===== src/gsl_pkg.sv =====
// ---------------------------------------------------------------------------
// gsl_pkg: shared types and constants for the gate status decoder
// Sample and result structs, indicator classes, status codes, register map.
// ---------------------------------------------------------------------------
package gsl_pkg;

	typedef enum logic [1:0] {
		CLS_OFF   = 2'd0,
		CLS_BLINK = 2'd1,
		CLS_ON    = 2'd2
	} class_t;

	typedef enum logic [2:0] {
		ST_CLOSED      = 3'd0,
		ST_OPENED      = 3'd1,
		ST_OPENING     = 3'd2,
		ST_CLOSING     = 3'd3,
		ST_STOPPED     = 3'd4,
		ST_ERROR       = 3'd5,
		ST_OBSTRUCTION = 3'd6
	} status_t;

	typedef struct packed {
		logic [31:0] now_ms;
		logic        green_lit;
		logic        red_lit;
	} sample_t;

	typedef struct packed {
		logic [2:0] gate_status;
		logic [1:0] green_class;
		logic [1:0] red_class;
	} result_t;

	localparam int unsigned PADDR_W = 3;
	localparam int unsigned PDATA_W = 32;

	// register select is the word bit of paddr
	localparam logic REG_BLINK_WINDOW = 1'b0;
	localparam logic REG_OBST_LIMIT   = 1'b1;

	localparam logic [15:0] RST_BLINK_WINDOW = 16'd1000;
	localparam logic [23:0] RST_OBST_LIMIT   = 24'd20000;

endpackage


===== src/gsl_lane.sv =====
// ---------------------------------------------------------------------------
// gsl_lane: one indicator classifier
// Tracks the last rising edge of an indicator and classes it off/blink/on.
// ---------------------------------------------------------------------------
module gsl_lane (
	input  logic                 clk,
	input  logic                 arst_n,
	input  logic                 accept,
	input  logic [31:0]          now_ms,
	input  logic                 level,
	input  logic [15:0]          blink_window_ms,
	output gsl_pkg::class_t      cls
);
	import gsl_pkg::*;

	logic [31:0] edge_time_q;
	logic        prev_level_q;
	logic [31:0] elapsed;

	// class uses the edge time held before this sample
	assign elapsed = now_ms - edge_time_q;

	always_comb begin
		if (elapsed < {16'd0, blink_window_ms}) begin
			cls = CLS_BLINK;
		end else if (level) begin
			cls = CLS_ON;
		end else begin
			cls = CLS_OFF;
		end
	end

	always_ff @(posedge clk or negedge arst_n) begin
		if (!arst_n) begin
			edge_time_q  <= '0;
			prev_level_q <= 1'b0;
		end else if (accept) begin
			if (level && !prev_level_q) begin
				edge_time_q <= now_ms;
			end
			prev_level_q <= level;
		end
	end

endmodule


===== src/gsl_merge.sv =====
// ---------------------------------------------------------------------------
// gsl_merge: status decode from the two lane classes
// Decodes the class pair and tracks how long closing has lasted.
// ---------------------------------------------------------------------------
module gsl_merge (
	input  logic                 clk,
	input  logic                 arst_n,
	input  logic                 accept,
	input  logic [31:0]          now_ms,
	input  gsl_pkg::class_t      green_cls,
	input  gsl_pkg::class_t      red_cls,
	input  logic [23:0]          obstruction_limit_ms,
	output gsl_pkg::status_t     status
);
	import gsl_pkg::*;

	status_t     base;
	logic        closing_active_q;
	logic [31:0] closing_start_q;
	logic [31:0] closing_time;
	logic        overdue;

	always_comb begin
		if (green_cls == CLS_OFF && red_cls == CLS_ON) begin
			base = ST_CLOSED;
		end else if (green_cls == CLS_ON && red_cls == CLS_OFF) begin
			base = ST_OPENED;
		end else if (green_cls == CLS_BLINK && red_cls == CLS_OFF) begin
			base = ST_OPENING;
		end else if (green_cls == CLS_OFF && red_cls == CLS_BLINK) begin
			base = ST_CLOSING;
		end else if (green_cls == CLS_BLINK && red_cls == CLS_BLINK) begin
			base = ST_STOPPED;
		end else begin
			base = ST_ERROR;
		end
	end

	// on a fresh closing start the active flag is still low, so never past the limit
	assign closing_time = now_ms - closing_start_q;
	assign overdue      = closing_active_q && (closing_time > {8'd0, obstruction_limit_ms});
	assign status       = (base == ST_CLOSING && overdue) ? ST_OBSTRUCTION : base;

	always_ff @(posedge clk or negedge arst_n) begin
		if (!arst_n) begin
			closing_active_q <= 1'b0;
			closing_start_q  <= '0;
		end else if (accept) begin
			if (base == ST_CLOSING) begin
				if (!closing_active_q) begin
					closing_start_q  <= now_ms;
					closing_active_q <= 1'b1;
				end
			end else begin
				closing_active_q <= 1'b0;
				closing_start_q  <= '0;
			end
		end
	end

endmodule


===== src/gsl_out_buf.sv =====
// ---------------------------------------------------------------------------
// gsl_out_buf: two-entry result buffer
// Output register plus skid entry; full only when both are occupied.
// ---------------------------------------------------------------------------
module gsl_out_buf (
	input  logic                 clk,
	input  logic                 arst_n,
	input  logic                 push,
	input  gsl_pkg::result_t     push_data,
	output logic                 full,
	output logic                 valid,
	input  logic                 stall,
	output gsl_pkg::result_t     data
);
	import gsl_pkg::*;

	logic    main_valid_q;
	logic    skid_valid_q;
	result_t main_q;
	result_t skid_q;
	logic    pop;

	assign pop   = main_valid_q && !stall;
	assign full  = skid_valid_q;
	assign valid = main_valid_q;
	assign data  = main_q;

	always_ff @(posedge clk or negedge arst_n) begin
		if (!arst_n) begin
			main_valid_q <= 1'b0;
			skid_valid_q <= 1'b0;
		end else if (skid_valid_q) begin
			if (pop) begin
				skid_valid_q <= 1'b0;
			end
		end else if (push) begin
			if (main_valid_q && !pop) begin
				skid_valid_q <= 1'b1;
			end
			main_valid_q <= 1'b1;
		end else if (pop) begin
			main_valid_q <= 1'b0;
		end
	end

	always_ff @(posedge clk) begin
		if (skid_valid_q) begin
			if (pop) begin
				main_q <= skid_q;
			end
		end else if (push) begin
			if (main_valid_q && !pop) begin
				skid_q <= push_data;
			end else begin
				main_q <= push_data;
			end
		end
	end

endmodule


===== src/gate_status_from_led_blink.sv =====
// ---------------------------------------------------------------------------
// gate_status_from_led_blink: gate status from two indicator lamps
// Classes a green and a red lamp as off, on or blinking and decodes the
// pair into a gate status, with obstruction detection on long closing.
// ---------------------------------------------------------------------------
// Usage:
//   sample channel  : sample_valid / sample_stall / sample (now_ms + levels).
//                     A transfer takes place when valid is high, stall low.
//   status channel  : status_valid / status_stall / status, one result for
//                     every sample transfer, in order.
//   APB port        : blink window at 0x0, obstruction limit at 0x4.
//                     Write only while the block is idle.
// Result: registered at its sample transfer. Throughput: one sample per
//   cycle unless the buffer is full; the two lamp lanes and the status
//   decode all settle combinationally between transfer and result
//   register, so back-to-back samples flow without bubbles.
// Stall: a two-entry result buffer (output register + skid entry) holds
//   results while the receiver stalls; sample_stall rises only once both
//   entries are full, so a sample can still be taken after a stall begins.
// Reset: edge times, previous levels and closing tracking clear to zero,
//   buffer empties, registers return to 1000 ms and 20000 ms.
// ---------------------------------------------------------------------------
module gate_status_from_led_blink (
	input  logic                         clk,
	input  logic                         arst_n,
	// sample channel
	input  logic                         sample_valid,
	output logic                         sample_stall,
	input  gsl_pkg::sample_t             sample,
	// status channel
	output logic                         status_valid,
	input  logic                         status_stall,
	output gsl_pkg::result_t             status,
	// configuration
	input  logic                         psel,
	input  logic                         penable,
	input  logic                         pwrite,
	input  logic [gsl_pkg::PADDR_W-1:0]  paddr,
	input  logic [gsl_pkg::PDATA_W-1:0]  pwdata,
	output logic [gsl_pkg::PDATA_W-1:0]  prdata,
	output logic                         pready
);
	import gsl_pkg::*;

	logic [15:0] blink_window_q;
	logic [23:0] obst_limit_q;
	logic        cfg_write;
	logic        accept;
	class_t      green_cls;
	class_t      red_cls;
	status_t     gate_st;
	result_t     result;
	logic        buf_full;

	// ---- configuration registers ------------------------------------------
	// Only the word bit of paddr selects a register.
	assign pready    = 1'b1;
	assign cfg_write = psel && penable && pwrite && pready;

	always_ff @(posedge clk or negedge arst_n) begin
		if (!arst_n) begin
			blink_window_q <= RST_BLINK_WINDOW;
			obst_limit_q   <= RST_OBST_LIMIT;
		end else if (cfg_write) begin
			unique case (paddr[2])
				REG_BLINK_WINDOW: blink_window_q <= pwdata[15:0];
				REG_OBST_LIMIT:   obst_limit_q   <= pwdata[23:0];
				default: ;
			endcase
		end
	end

	always_comb begin
		unique case (paddr[2])
			REG_BLINK_WINDOW: prdata = {16'd0, blink_window_q};
			REG_OBST_LIMIT:   prdata = {8'd0, obst_limit_q};
			default:          prdata = '0;
		endcase
	end

	// ---- sample transfer ----------------------------------------------------
	assign sample_stall = buf_full;
	assign accept       = sample_valid && !buf_full;

	// ---- lamp lanes: one classifier per indicator, side by side -------------
	gsl_lane u_green (
		.clk             (clk),
		.arst_n          (arst_n),
		.accept          (accept),
		.now_ms          (sample.now_ms),
		.level           (sample.green_lit),
		.blink_window_ms (blink_window_q),
		.cls             (green_cls)
	);

	gsl_lane u_red (
		.clk             (clk),
		.arst_n          (arst_n),
		.accept          (accept),
		.now_ms          (sample.now_ms),
		.level           (sample.red_lit),
		.blink_window_ms (blink_window_q),
		.cls             (red_cls)
	);

	// ---- merge: class pair to gate status, closing timer --------------------
	gsl_merge u_merge (
		.clk                  (clk),
		.arst_n               (arst_n),
		.accept               (accept),
		.now_ms               (sample.now_ms),
		.green_cls            (green_cls),
		.red_cls              (red_cls),
		.obstruction_limit_ms (obst_limit_q),
		.status               (gate_st)
	);

	always_comb begin
		result.gate_status = gate_st;
		result.green_class = green_cls;
		result.red_class   = red_cls;
	end

	// ---- result buffer --------------------------------------------------------
	gsl_out_buf u_out (
		.clk       (clk),
		.arst_n    (arst_n),
		.push      (accept),
		.push_data (result),
		.full      (buf_full),
		.valid     (status_valid),
		.stall     (status_stall),
		.data      (status)
	);

endmodule


===== config.mk =====
export PLATFORM = sky130hd
export DESIGN_NAME = gate_status_from_led_blink
export DESIGN_NICKNAME = d
export VERILOG_FILES = /design/src/gsl_pkg.sv /design/src/gsl_lane.sv /design/src/gsl_merge.sv /design/src/gsl_out_buf.sv /design/src/gate_status_from_led_blink.sv
export SDC_FILE = /design/constraint.sdc
export NUM_CORES = 1
export LEC_CHECK = 0
export ABC_AREA = 1
export BUFFER_PORTS_ARGS = -buffer_cell sky130_fd_sc_hd__buf_2
export CAP_MARGIN = 30
export CORE_UTILIZATION = 35
export DETAILED_ROUTE_END_ITERATION = 12
export GPL_ROUTABILITY_DRIVEN = 0
export PLACE_DENSITY_LB_ADDON = 0.12
export SYNTH_ARGS = -nofsm -noshare
export SYNTH_HDL_FRONTEND = slang
export SYNTH_HIERARCHICAL = 1
export SYNTH_SLANG_ARGS = --single-unit

===== constraint.sdc =====
create_clock -name clk -period 4.8 [get_ports clk]
set_clock_uncertainty 0.15 [all_clocks]
set_input_delay 0.48 -clock clk [delete_from_list [all_inputs] [get_ports clk]]
set_output_delay 0.48 -clock clk [all_outputs]
set_load 0.02 [all_outputs]

==> impl_metrics.env, run 1 <==
export IMPL_hold_start="pwdata[19]"
export IMPL_final_common_cell="nand2_1"
export IMPL_drive_gt1_share_pct=9.91
export IMPL_r2r_start="u_red/edge_time_q[0]$_DFFE_PN0P_"
export IMPL_yosys_warnings=6
export IMPL_worst_pin_slew_ns=0.959
export IMPL_synth_cells=2489
export IMPL_min_period_ns=4.39
export IMPL_setup_viol=0
export IMPL_crit_family="simple AND/OR/NAND/NOR gates"
export IMPL_seq_area_frac_synth_pct=25.7
export IMPL_slowest_delay_ns=0.41
export IMPL_required_ns=5.04
export IMPL_end_kind="register"
export IMPL_grt_max_degree=64
export IMPL_row_count=76
export IMPL_io_buffers=98
export IMPL_cts_buffers=17
export IMPL_multi_input_area_sq_mm=0.00922
export IMPL_htree_levels=4
export IMPL_syn_area_sq_mm=0.0154
export IMPL_max_slew_margin_rel_pct=36.0
export IMPL_cts_root_buffer_cell="clkbuf_16"
export IMPL_synthFlopType="dfrtp_1"
export IMPL_cts_reportedPaths_clkPinSlew_ns=0.07
export IMPL_post_route_drc_count=0
export IMPL_syn_area_per_cell_sq_um=6.20
export IMPL_startpoint="u_red/edge_time_q[0]$_DFFE_PN0P_"
export IMPL_antenna_found_initial=0
export IMPL_clkSinkCount=155
export IMPL_placed_cell_area_sq_mm=0.0167
export IMPL_final_cell_mix="877 x nand2_1, 517 x inv_1, 219 x nor2_1, 147 x ha_1, 131 x a21oi_1"
export IMPL_routedWlPerCell_microns=14.7
export IMPL_yosysTopAreaCell="nand2_1"
export IMPL_cts_tree="done"
export IMPL_fin_setup_tns_ns=0
export IMPL_dr_pass1_iters=8
export IMPL_worstHoldPathCells=3
export IMPL_drv_slew=0
export IMPL_startpoint_type="register"
export IMPL_routed_wl_microns=47100
export IMPL_die_y_microns=212
export IMPL_powerDensity_mw_per_mm2=494
export IMPL_crit_path_max_fanout=30
export IMPL_synthArstFlopShare_pct=91.0
export IMPL_peakVddDrop_v=0.000293
export IMPL_path_buf_inv=5
export IMPL_initial_utilization_pct=35.7
export IMPL_synth_cell_types=46
export IMPL_hold_violations=0
export IMPL_outcome="complete, no violations"
export IMPL_synth_area_leaders="nand2_1 21%, dfrtp_1 21%, inv_1 13%"
export IMPL_rsz0062_at_grt="false"
export IMPL_die_width_microns=212
export IMPL_fin_crit_sh_pct=91.4
export IMPL_track_usage_pct=21.7
export IMPL_vias_per_cell=4.67
export IMPL_cts_path_max_buffers=2
export IMPL_num_vias=14939
export IMPL_yosysTopAreaCellShare_pct=21.3
export IMPL_grt_first_pass_wirelength_microns=73800
export IMPL_diodes=0
export IMPL_max_clock_freq_mhz=228
export IMPL_fillers=4774
export IMPL_slowest_stage="fa_1"
export IMPL_r2r_end="u_merge/closing_start_q[30]$_DFFE_PN0P_"
export IMPL_syn_to_final_growth_pct=11.5
export IMPL_core_sq_mm=0.0433
export IMPL_reg2regPathDepth=28
export IMPL_min_to="obst_limit_q[19]$_DFFE_PN0P_"
export IMPL_dp_hpwl_microns=39100
export IMPL_seqCellArea_sq_mm=0.00396
export IMPL_ant_nets=0
export IMPL_grt_ovfl_total=0
export IMPL_r2r_setup_slack_ns=0.41
export IMPL_fin_area_sq_mm=0.0172
export IMPL_ios=118
export IMPL_insertion_delay_ns=0.48
export IMPL_drt_iter0_markers=925
export IMPL_p_leak_uw=0.0100
export IMPL_grt_pass1_vias=13866
export IMPL_worstSetupPathType="register to register"
export IMPL_synth_edf_count=14
export IMPL_hp_class="input port to register"
export IMPL_crit_arrival_ns=4.63
export IMPL_max_cap_viol_count=0
export IMPL_die_area_sq_mm=0.0450
export IMPL_synth_seq_cells=155
export IMPL_nNetsFinal=2827
==> tightest hold or removal path: stages <==
cell,delay (ns)
buf_2,0.08
nand3_1,0.06
nand2_1,0.06
==> flip-flops by register name, indices dropped and copies added, names as in the netlist <==
| register | count |
|---|---|
| u_red/prev_level_q | 1 |
| u_merge/closing_start_q | 32 |
| u_green/edge_time_q | 32 |
| u_green/prev_level_q | 1 |
| u_merge/closing_active_q | 1 |
| u_out/data | 7 |
| blink_window_q | 16 |
| u_out/skid_q | 7 |
| obst_limit_q | 24 |
| u_red/edge_time_q | 32 |
| u_out/valid | 1 |
| u_out/full | 1 |
==> what timing repair did <==
| item | 4_1_cts | 5_1_grt |
|---|---|---|
| setup endpoints to repair | 0 | 12 |
| buffers inserted | 0 | 0 |
| resized for setup | 0 | 1 |
| hold endpoints to repair | 44 | 0 |
| hold buffers | 1 | 0 |
==> cell type report <==
class | instances | share of cell area (%)
Multi-Input combinational cell | 1770 | 53.6
Sequential cell | 155 | 23.0
Inverter | 526 | 11.5
Timing Repair Buffer | 131 | 4.49
Tap cell | 585 | 4.25
Clock buffer | 18 | 2.55
Clock inverter | 14 | 0.647
==> metrics by stage <==
stage / setup WS (ns) / instances / hold WS (ns) / utilization, % / power, uW
2_1_floorplan: 0.912 / 2496 / 0.0344 / - / 5800
3_3_place_gp: 0.0814 / 3166 / 0.309 / 38.5 / 7090
3_5_place_dp: 0.0186 / 3166 / 0.313 / 38.5 / 7190
4_1_cts: 0.319 / 3199 / 0.0352 / 39.8 / 8580
5_1_grt: 0.0364 / 3199 / 0.0702 / 39.8 / 9400
6_report: 0.414 / 3199 / 0.0819 / 39.8 / 8500
==> report_power, final <==
group          switching, uW  total (uW)  internal, uW
combinational           3410        5280          1870
sequential               187        1890          1710
clock                    640        1330           685
==> cell families after synthesis <==
family                   Yosys count  synth area share [%]
AND/OR/NAND/NOR                 1347                  36.6
XOR/XNOR                          54                  3.06
buffers and inverters            571                  14.9
multiplexers                       2                 0.146
adder cells (fa/ha/maj)          150                  12.3
AO/OA/AOI/OAI                    208                  7.34
other                              2                0.0486
flip-flops                       155                  25.7
==> how the worst max path moves through the flow <==
stage / end / cells after the start
2_1_floorplan: u_merge/closing_start_q[10]$_DFFE_PN0P_ / 26
3_3_place_gp: u_merge/closing_start_q[24]$_DFFE_PN0P_ / 30
3_5_place_dp: u_merge/closing_start_q[30]$_DFFE_PN0P_ / 27
4_1_cts: u_merge/closing_start_q[25]$_DFFE_PN0P_ / 25
5_1_grt: u_merge/closing_start_q[16]$_DFFE_PN0P_ / 28
6_report: u_merge/closing_start_q[30]$_DFFE_PN0P_ / 28
==> per-layer routing <==
| layer | GRT usage [%] | wire, microns | up-vias |
|---|---|---|---|
| met5 | 0 | 0 | - |
| met4 | 7.70 | 1110 | 0 |
| met3 | 3.32 | 1770 | 53 |
| met2 | 34.3 | 21300 | 241 |
| met1 | 29.8 | 22900 | 6827 |
| li1 | - | - | 7818 |
==> synthesized netlist by cell type, types with 2 or more instances <==
| master | instances |
|---|---|
| nand2_1 | 877 |
| inv_1 | 517 |
| nor2_1 | 219 |
| ha_1 | 147 |
| a21oi_1 | 131 |
| dfrtp_1 | 130 |
| nand3_1 | 121 |
| xor2_1 | 45 |
| nand2_2 | 31 |
| o22ai_1 | 30 |
| nand4_1 | 23 |
| o21ai_0 | 23 |
| clkbuf_1 | 19 |
| nor2_2 | 16 |
| nor3_1 | 15 |
| edfxtp_1 | 14 |
| nand3b_1 | 14 |
| buf_6 | 12 |
| buf_4 | 11 |
| dfstp_2 | 11 |
| xnor2_1 | 9 |
| inv_2 | 8 |
| nand3_2 | 8 |
| a31oi_1 | 7 |
| nor2_4 | 5 |
| nor3_2 | 5 |
| and2_1 | 4 |
| o21a_1 | 4 |
| a211oi_1 | 3 |
| and3_1 | 3 |
| fa_1 | 3 |
| a21o_1 | 2 |
| a21oi_2 | 2 |
| clkbuf_8 | 2 |
| conb_1 | 2 |
| mux2_2 | 2 |
| nand4_4 | 2 |
| o211ai_1 | 2 |
| o21bai_1 | 2 |
| or2_2 | 2 |
No activity file was read; power rests on OpenSTA's default activity.
==> run 2, diff against run 1 <==
==> constraint.sdc (replaced) <==
create_clock -name clk -period 3.93 [get_ports clk]
set_clock_uncertainty 0.15 [all_clocks]
set_input_delay 0.393 -clock clk [delete_from_list [all_inputs] [get_ports clk]]
set_output_delay 0.393 -clock clk [all_outputs]
set_load 0.02 [all_outputs]
==> run 2 against run 1 <==
  * Worst setup slack got worse by 0.39 ns
  * First-iteration DRC count is 11% higher
  * Cell count rose by 8.0%
  * Clock-buffer cell count grew 3
==> impl_metrics.env, run 2 (synthesis gave the netlist of run 1 again) <==
export IMPL_outcome="complete, no violations"
export IMPL_fin_crit_sh_pct=99.4
export IMPL_p_leak_uw=0.0114
export IMPL_core_sq_mm=0.0433
export IMPL_fillers=4629
export IMPL_die_y_microns=212
export IMPL_dp_hpwl_microns=42000
export IMPL_crit_path_max_fanout=8
export IMPL_routedWlPerCell_microns=15.1
export IMPL_drt_iter0_markers=1024
export IMPL_io_buffers=98
export IMPL_rsz0062_at_grt="true"
export IMPL_routed_wl_microns=52000
export IMPL_max_cap_viol_count=0
export IMPL_reg_top3="u_green/edge_time_q (32), u_merge/closing_start_q (32), u_red/edge_time_q (32)"
export IMPL_die_width_microns=212
export IMPL_finalNonFillerCells=3456
export IMPL_dr_pass1_iters=5
export IMPL_cts_root_buffer_cell="clkbuf_16"
export IMPL_die_area_sq_mm=0.0450
export IMPL_grt_max_degree=86
export IMPL_worst_pin_slew_ns=0.876
export IMPL_num_vias=16114
export IMPL_peakVddDrop_v=0.000267
export IMPL_nNetsFinal=3084
export IMPL_max_slew_margin_rel_pct=41.4
export IMPL_vias_per_cell=4.66
export IMPL_setup_viol=0
export IMPL_final_cell_mix="850 x nand2_1, 502 x inv_1, 257 x buf_4, 198 x nor2_1, 130 x dfrtp_1"
export IMPL_end_kind="register"
export IMPL_final_common_cell="nand2_1"
export IMPL_grt_first_pass_wirelength_microns=79300
export IMPL_pre_cts_slack_ns=-0.507
export IMPL_max_clock_freq_mhz=256
export IMPL_fin_ws_ns=0.0234
export IMPL_post_route_drc_count=0
export IMPL_diodes=0
export IMPL_track_usage_pct=23.1
export IMPL_insertion_delay_ns=0.48
export IMPL_hp_class="input port to register"
export IMPL_powerDensity_mw_per_mm2=611
export IMPL_min_period_ns=3.91
export IMPL_clkSinkCount=155
export IMPL_ant_nets=0
export IMPL_worstSetupPathType="register to register"
export IMPL_cts_buffers=17
export IMPL_antenna_found_initial=0
export IMPL_required_ns=4.17
export IMPL_dpl_cell_count=3386
export IMPL_holdWs_ns=0.0490
export IMPL_htree_levels=4
export IMPL_cts_tree="done"
export IMPL_cts_path_max_buffers=2
export IMPL_row_count=76
export IMPL_startpoint_type="register"
export IMPL_ios=118
export IMPL_cts_reportedPaths_clkPinSlew_ns=0.07
export IMPL_drv_slew=0
export IMPL_grt_pass1_vias=15220
export IMPL_drive_gt1_share_pct=22.4
export IMPL_hold_violations=0
export IMPL_syn_to_final_growth_pct=30.4
export IMPL_initial_utilization_pct=35.7
export IMPL_grt_ovfl_total=0
export IMPL_crit_arrival_ns=4.14
export IMPL_final_util_pct=46.5
[run 2: routing by layer]
| metal | wire [microns] | GRT usage [%] | vias up | part of all wire (%) |
|---|---|---|---|---|
| li1 | - | - | 8336 | - |
| met3 | 1960 | 3.26 | 43 | 3.8 |
| met4 | 881 | 6.50 | 0 | 1.7 |
| met1 | 25100 | 32.0 | 7449 | 48 |
| met5 | 0 | 0 | - | 0 |
| met2 | 24100 | 37.2 | 286 | 46 |
[run 2: path summary, 6_finish.rpt]
path                            cells past startpoint                             start                                 endpoint  slack, ns
min in group asynchronous                           2                            arst_n            blink_window_q[4]$_DFFE_PN0P_       0.31
worst min register to register                      2      obst_limit_q[10]$_DFFE_PN1P_             obst_limit_q[10]$_DFFE_PN1P_       0.33
max in group asynchronous                           3                            arst_n  u_merge/closing_start_q[25]$_DFFE_PN0P_       2.40
worst max register to register                     23  u_red/edge_time_q[0]$_DFFE_PN0P_  u_merge/closing_start_q[14]$_DFFE_PN0P_       0.02
worst min-delay path                                3                        pwdata[15]           blink_window_q[15]$_DFFE_PN0P_       0.05
worst max-delay path                               23  u_red/edge_time_q[0]$_DFFE_PN0P_  u_merge/closing_start_q[14]$_DFFE_PN0P_       0.02
[run 2: critical path, cell delays in order (launching register included)]
cell and delay (ns):
dfrtp_1 0.39, ha_2 0.19, fa_2 0.37, inv_2 0.08, nand2_2 0.07, nand3_4 0.11, nand2_2 0.06, nand2_2 0.08
xor2_1 0.14, ha_1 0.25, nand2_2 0.07, nor2_2 0.05, a211oi_2 0.13, nand2_1 0.08, nor2_2 0.16, nand4_1 0.12
nor2_1 0.13, nand2_1 0.10, nor2_4 0.15, buf_6 0.14, nand4_1 0.12, or2_4 0.34, clkbuf_16 0.19, o22ai_2 0.14
[run 2: cell type report]
class,instances,area (sq um),area share [%]
Multi-Input combinational cell,1770,10000,49.9
Sequential cell,155,3960,19.7
Timing Repair Buffer,388,2830,14.1
Inverter,526,1980,9.82
Tap cell,585,732,3.63
Clock buffer,21,482,2.39
Clock inverter,11,110,0.547
[run 2: stage by stage]
step | power [uW] | cell area, sq um | setup TNS [ns]
after floorplan | 7090 | 15500 | 0
after CTS | 11700 | 19300 | -0.00689
after global routing | 13400 | 20100 | -5.34
after global placement | 9680 | 18300 | -17.46
final | 12300 | 20100 | 0
after detailed placement | 9820 | 18300 | -17.54
[run 2: power by group]
part           internal [uW]  switching (uW)  total [uW]  leakage, uW
logic                   3510            4760        8260      0.00925
clock network            947             753        1700     0.000281
registers               2090             247        2330      0.00182
[run 2: repair_timing]
item / in CTS / in global routing
resized for setup: 30 / 139
gates cloned: 0 / 3
endpoints found under the setup margin: 38 / 38
pin swaps: 6 / 28
buffers inserted: 1 / 10
hold endpoints to repair: 77 / 0
hold buffers: 24 / 0
==> run 3, diff against run 2 <==
--- a/config.mk
+++ b/config.mk
@@ -8,9 +8,11 @@
 export ABC_AREA = 1
 export BUFFER_PORTS_ARGS = -buffer_cell sky130_fd_sc_hd__buf_2
 export CAP_MARGIN = 30
+export CORE_ASPECT_RATIO = 1.1
 export CORE_UTILIZATION = 35
 export DETAILED_ROUTE_END_ITERATION = 12
 export GPL_ROUTABILITY_DRIVEN = 0
+export GPL_TIMING_DRIVEN = 0
 export PLACE_DENSITY_LB_ADDON = 0.12
 export SYNTH_ARGS = -nofsm -noshare
 export SYNTH_HDL_FRONTEND = slang
==> run 3 against run 2 <==
  * The run now ends with setup timing left
  * Worst setup slack worse by 0.079 ns
  * Critical path type unchanged
  * Cell count down 5.6%
  * Sequential power about the same
  * Global-route usage down 0.61 points
  * Flip-flop and latch count unchanged
  * Hold slack worse by 0.017 ns
  * Non-clock buffer count down 184
  * Clock-buffer cell count down 4
  * Fmax down 2.0%
==> impl_metrics.env, run 3 (synthesis gave the netlist of run 1 again) <==
export IMPL_grt_pass1_vias=15252
export IMPL_diodes=0
export IMPL_grt_max_degree=86
export IMPL_cts_buffers=17
export IMPL_worstSetupPathType="register to register"
export IMPL_drv_slew=0
export IMPL_clkPwrFrac_pct=15.4
export IMPL_seqCellArea_sq_mm=0.00396
export IMPL_track_usage_pct=22.5
export IMPL_initial_utilization_pct=35.5
export IMPL_clkSinkCount=155
export IMPL_insertion_delay_ns=0.47
export IMPL_ios=118
export IMPL_power_total_uw=11400
export IMPL_cts_tree="done"
export IMPL_routed_wl_microns=49900
export IMPL_cts_reportedPaths_clkPinSlew_ns=0.08
export IMPL_cts_root_buffer_cell="clkbuf_16"
export IMPL_grt_first_pass_wirelength_microns=79200
export IMPL_outcome="finished, violations left"
export IMPL_syn_to_final_growth_pct=21.6
export IMPL_final_cell_mix="846 x nand2_1, 511 x inv_1, 200 x nor2_1, 130 x dfrtp_1, 125 x a21oi_1"
export IMPL_fillers=4747
export IMPL_peakVddDrop_v=0.000348
export IMPL_min_period_ns=3.99
export IMPL_crit_arrival_ns=4.23
export IMPL_setup_viol=30
export IMPL_rsz0062_at_grt="true"
export IMPL_hp_class="input port to register"
export IMPL_required_ns=4.17
export IMPL_max_cap_viol_count=0
export IMPL_core_sq_mm=0.0434
export IMPL_fin_crit_sh_pct=101
export IMPL_cts_path_max_buffers=2
export IMPL_nNetsFinal=2900
export IMPL_die_width_microns=202
export IMPL_startpoint_type="register"
export IMPL_ant_nets=0
export IMPL_hold_violations=0
export IMPL_p_leak_uw=0.0105
export IMPL_switchingPower_uw=5620
export IMPL_row_count=80
export IMPL_die_y_microns=222
export IMPL_powerDensity_mw_per_mm2=610
export IMPL_reg2regPathDepth=22
export IMPL_violations="setup timing"
export IMPL_fin_ws_ns=-0.0557
export IMPL_grt_ovfl_total=0
export IMPL_drive_gt1_share_pct=16.0
export IMPL_pwr_share_seq_pct=20.2
export IMPL_holdWs_ns=0.0324
export IMPL_worst_pin_slew_ns=0.791
export IMPL_routedWlPerCell_microns=15.3
export IMPL_htree_levels=4
export IMPL_p_int_uw=5830
export IMPL_vias_per_cell=4.72
export IMPL_drt_iter0_markers=819
export IMPL_die_area_sq_mm=0.0450
export IMPL_reg_top3="u_green/edge_time_q (32), u_merge/closing_start_q (32), u_red/edge_time_q (32)"
export IMPL_num_vias=15404
export IMPL_netSwitchingFraction_pct=49.1
export IMPL_dp_hpwl_microns=40200
export IMPL_max_clock_freq_mhz=251
export IMPL_io_buffers=98
export IMPL_max_slew_margin_rel_pct=47.1
export IMPL_worstHoldPathCells=3
export IMPL_fin_setup_tns_ns=-1.04
export IMPL_dr_pass1_iters=5
export IMPL_end_kind="register"
export IMPL_multi_input_area_sq_mm=0.0100
export IMPL_p_comb_share_pct=64.4
export IMPL_final_common_cell="nand2_1"
export IMPL_post_route_drc_count=0
export IMPL_antenna_found_initial=0
export IMPL_crit_path_max_fanout=8
export IMPL_pre_cts_slack_ns=-1.33
run 3: changes by cell type in the layout (fill, tap and decap cells not counted), moves of 5 or more:
| cell | previous run | this run |
|---|---|---|
| nand3_2 | 14 | 9 |
| buf_4 | 257 | 43 |
| clkbuf_1 | 1 | 12 |
| buf_6 | 4 | 16 |
| ha_1 | 115 | 120 |
| inv_8 | 0 | 5 |
| inv_1 | 502 | 511 |
| inv_2 | 23 | 14 |
run 3: cell type report:
class / instances / area share, %
inverters: 526 / 10.5
clock buffers: 17 / 2.27
plain buffers: 44 / 2.17
repair buffers: 160 / 5.68
flip-flops and latches: 155 / 21.1
multi-input cells: 1770 / 53.5
clock inverters: 15 / 0.946
well taps: 574 / 3.83
run 3: critical path, stage by stage (launching register included):
cell and delay, ns:
dfrtp_1 0.40, ha_1 0.22, fa_2 0.39, nor2_1 0.16, o21ai_0 0.11, nand2_2 0.13, nand2_1 0.06, nand2_1 0.09
xor2_1 0.08, ha_1 0.19, a21oi_2 0.14, o31ai_1 0.07, nor2_1 0.21, nand3_1 0.12, nor2_1 0.11, nand2_1 0.06
nor2_2 0.12, nor2_2 0.09, nor2_2 0.16, nand4_1 0.13, or2_4 0.36, clkbuf_16 0.20, o22ai_2 0.15
run 3: path summary, 6_finish.rpt:
check / from / endpoint / slack (ns)
setup / recovery: u_green/edge_time_q[0]$_DFFE_PN0P_ / u_merge/closing_start_q[1]$_DFFE_PN0P_ / -0.06
hold reg to reg: obst_limit_q[14]$_DFFE_PN1P_ / obst_limit_q[14]$_DFFE_PN1P_ / 0.32
hold / removal: pwdata[15] / blink_window_q[15]$_DFFE_PN0P_ / 0.03
setup reg to reg: u_green/edge_time_q[0]$_DFFE_PN0P_ / u_merge/closing_start_q[1]$_DFFE_PN0P_ / -0.06
max in group asynchronous: arst_n / u_merge/closing_start_q[22]$_DFFE_PN0P_ / 2.47
min in group asynchronous: arst_n / obst_limit_q[7]$_DFFE_PN0P_ / 0.30
run 3: power groups by stage:
stage | sequential (uW) | clock (uW) | combinational [uW]
floorplan | 2300 | 0 | 4790
global placement | 2330 | 0 | 6360
detailed placement | 2330 | 0 | 6470
CTS | 2310 | 1810 | 6830
global route | 2360 | 1870 | 8350
finish | 2310 | 1760 | 7380
run 3: what timing repair did:
action / in CTS / in global routing
pin swaps: 30 / 34
gates resized for setup: 98 / 94
hold buffers: 23 / 0
endpoints found under the hold margin: 78 / 0
endpoints found under the setup margin: 40 / 38
gates cloned: 3 / 0
setup buffers: 17 / 17
run 3: per-stage QoR:
| stage | utilization (%) | cell area [sq um] | instances |
|---|---|---|---|
| after floorplan | - | 15500 | 2496 |
| after global placement | 38.4 | 16700 | 3168 |
| after detailed placement | 38.5 | 16700 | 3170 |
| after CTS | 41.7 | 18100 | 3244 |
| after global routing | 43.2 | 18800 | 3261 |
| final | 43.2 | 18800 | 3261 |
run 3: layer usage:
| layer | vias up | global-route usage (%) | share of wire, % |
|---|---|---|---|
| met3 | 62 | 2.11 | 2.4 |
| met1 | 7109 | 27.3 | 44 |
| met5 | - | 0 | 0 |
| li1 | 7978 | - | - |
| met4 | 0 | 8.78 | 3.1 |
| met2 | 255 | 40.5 | 50 |
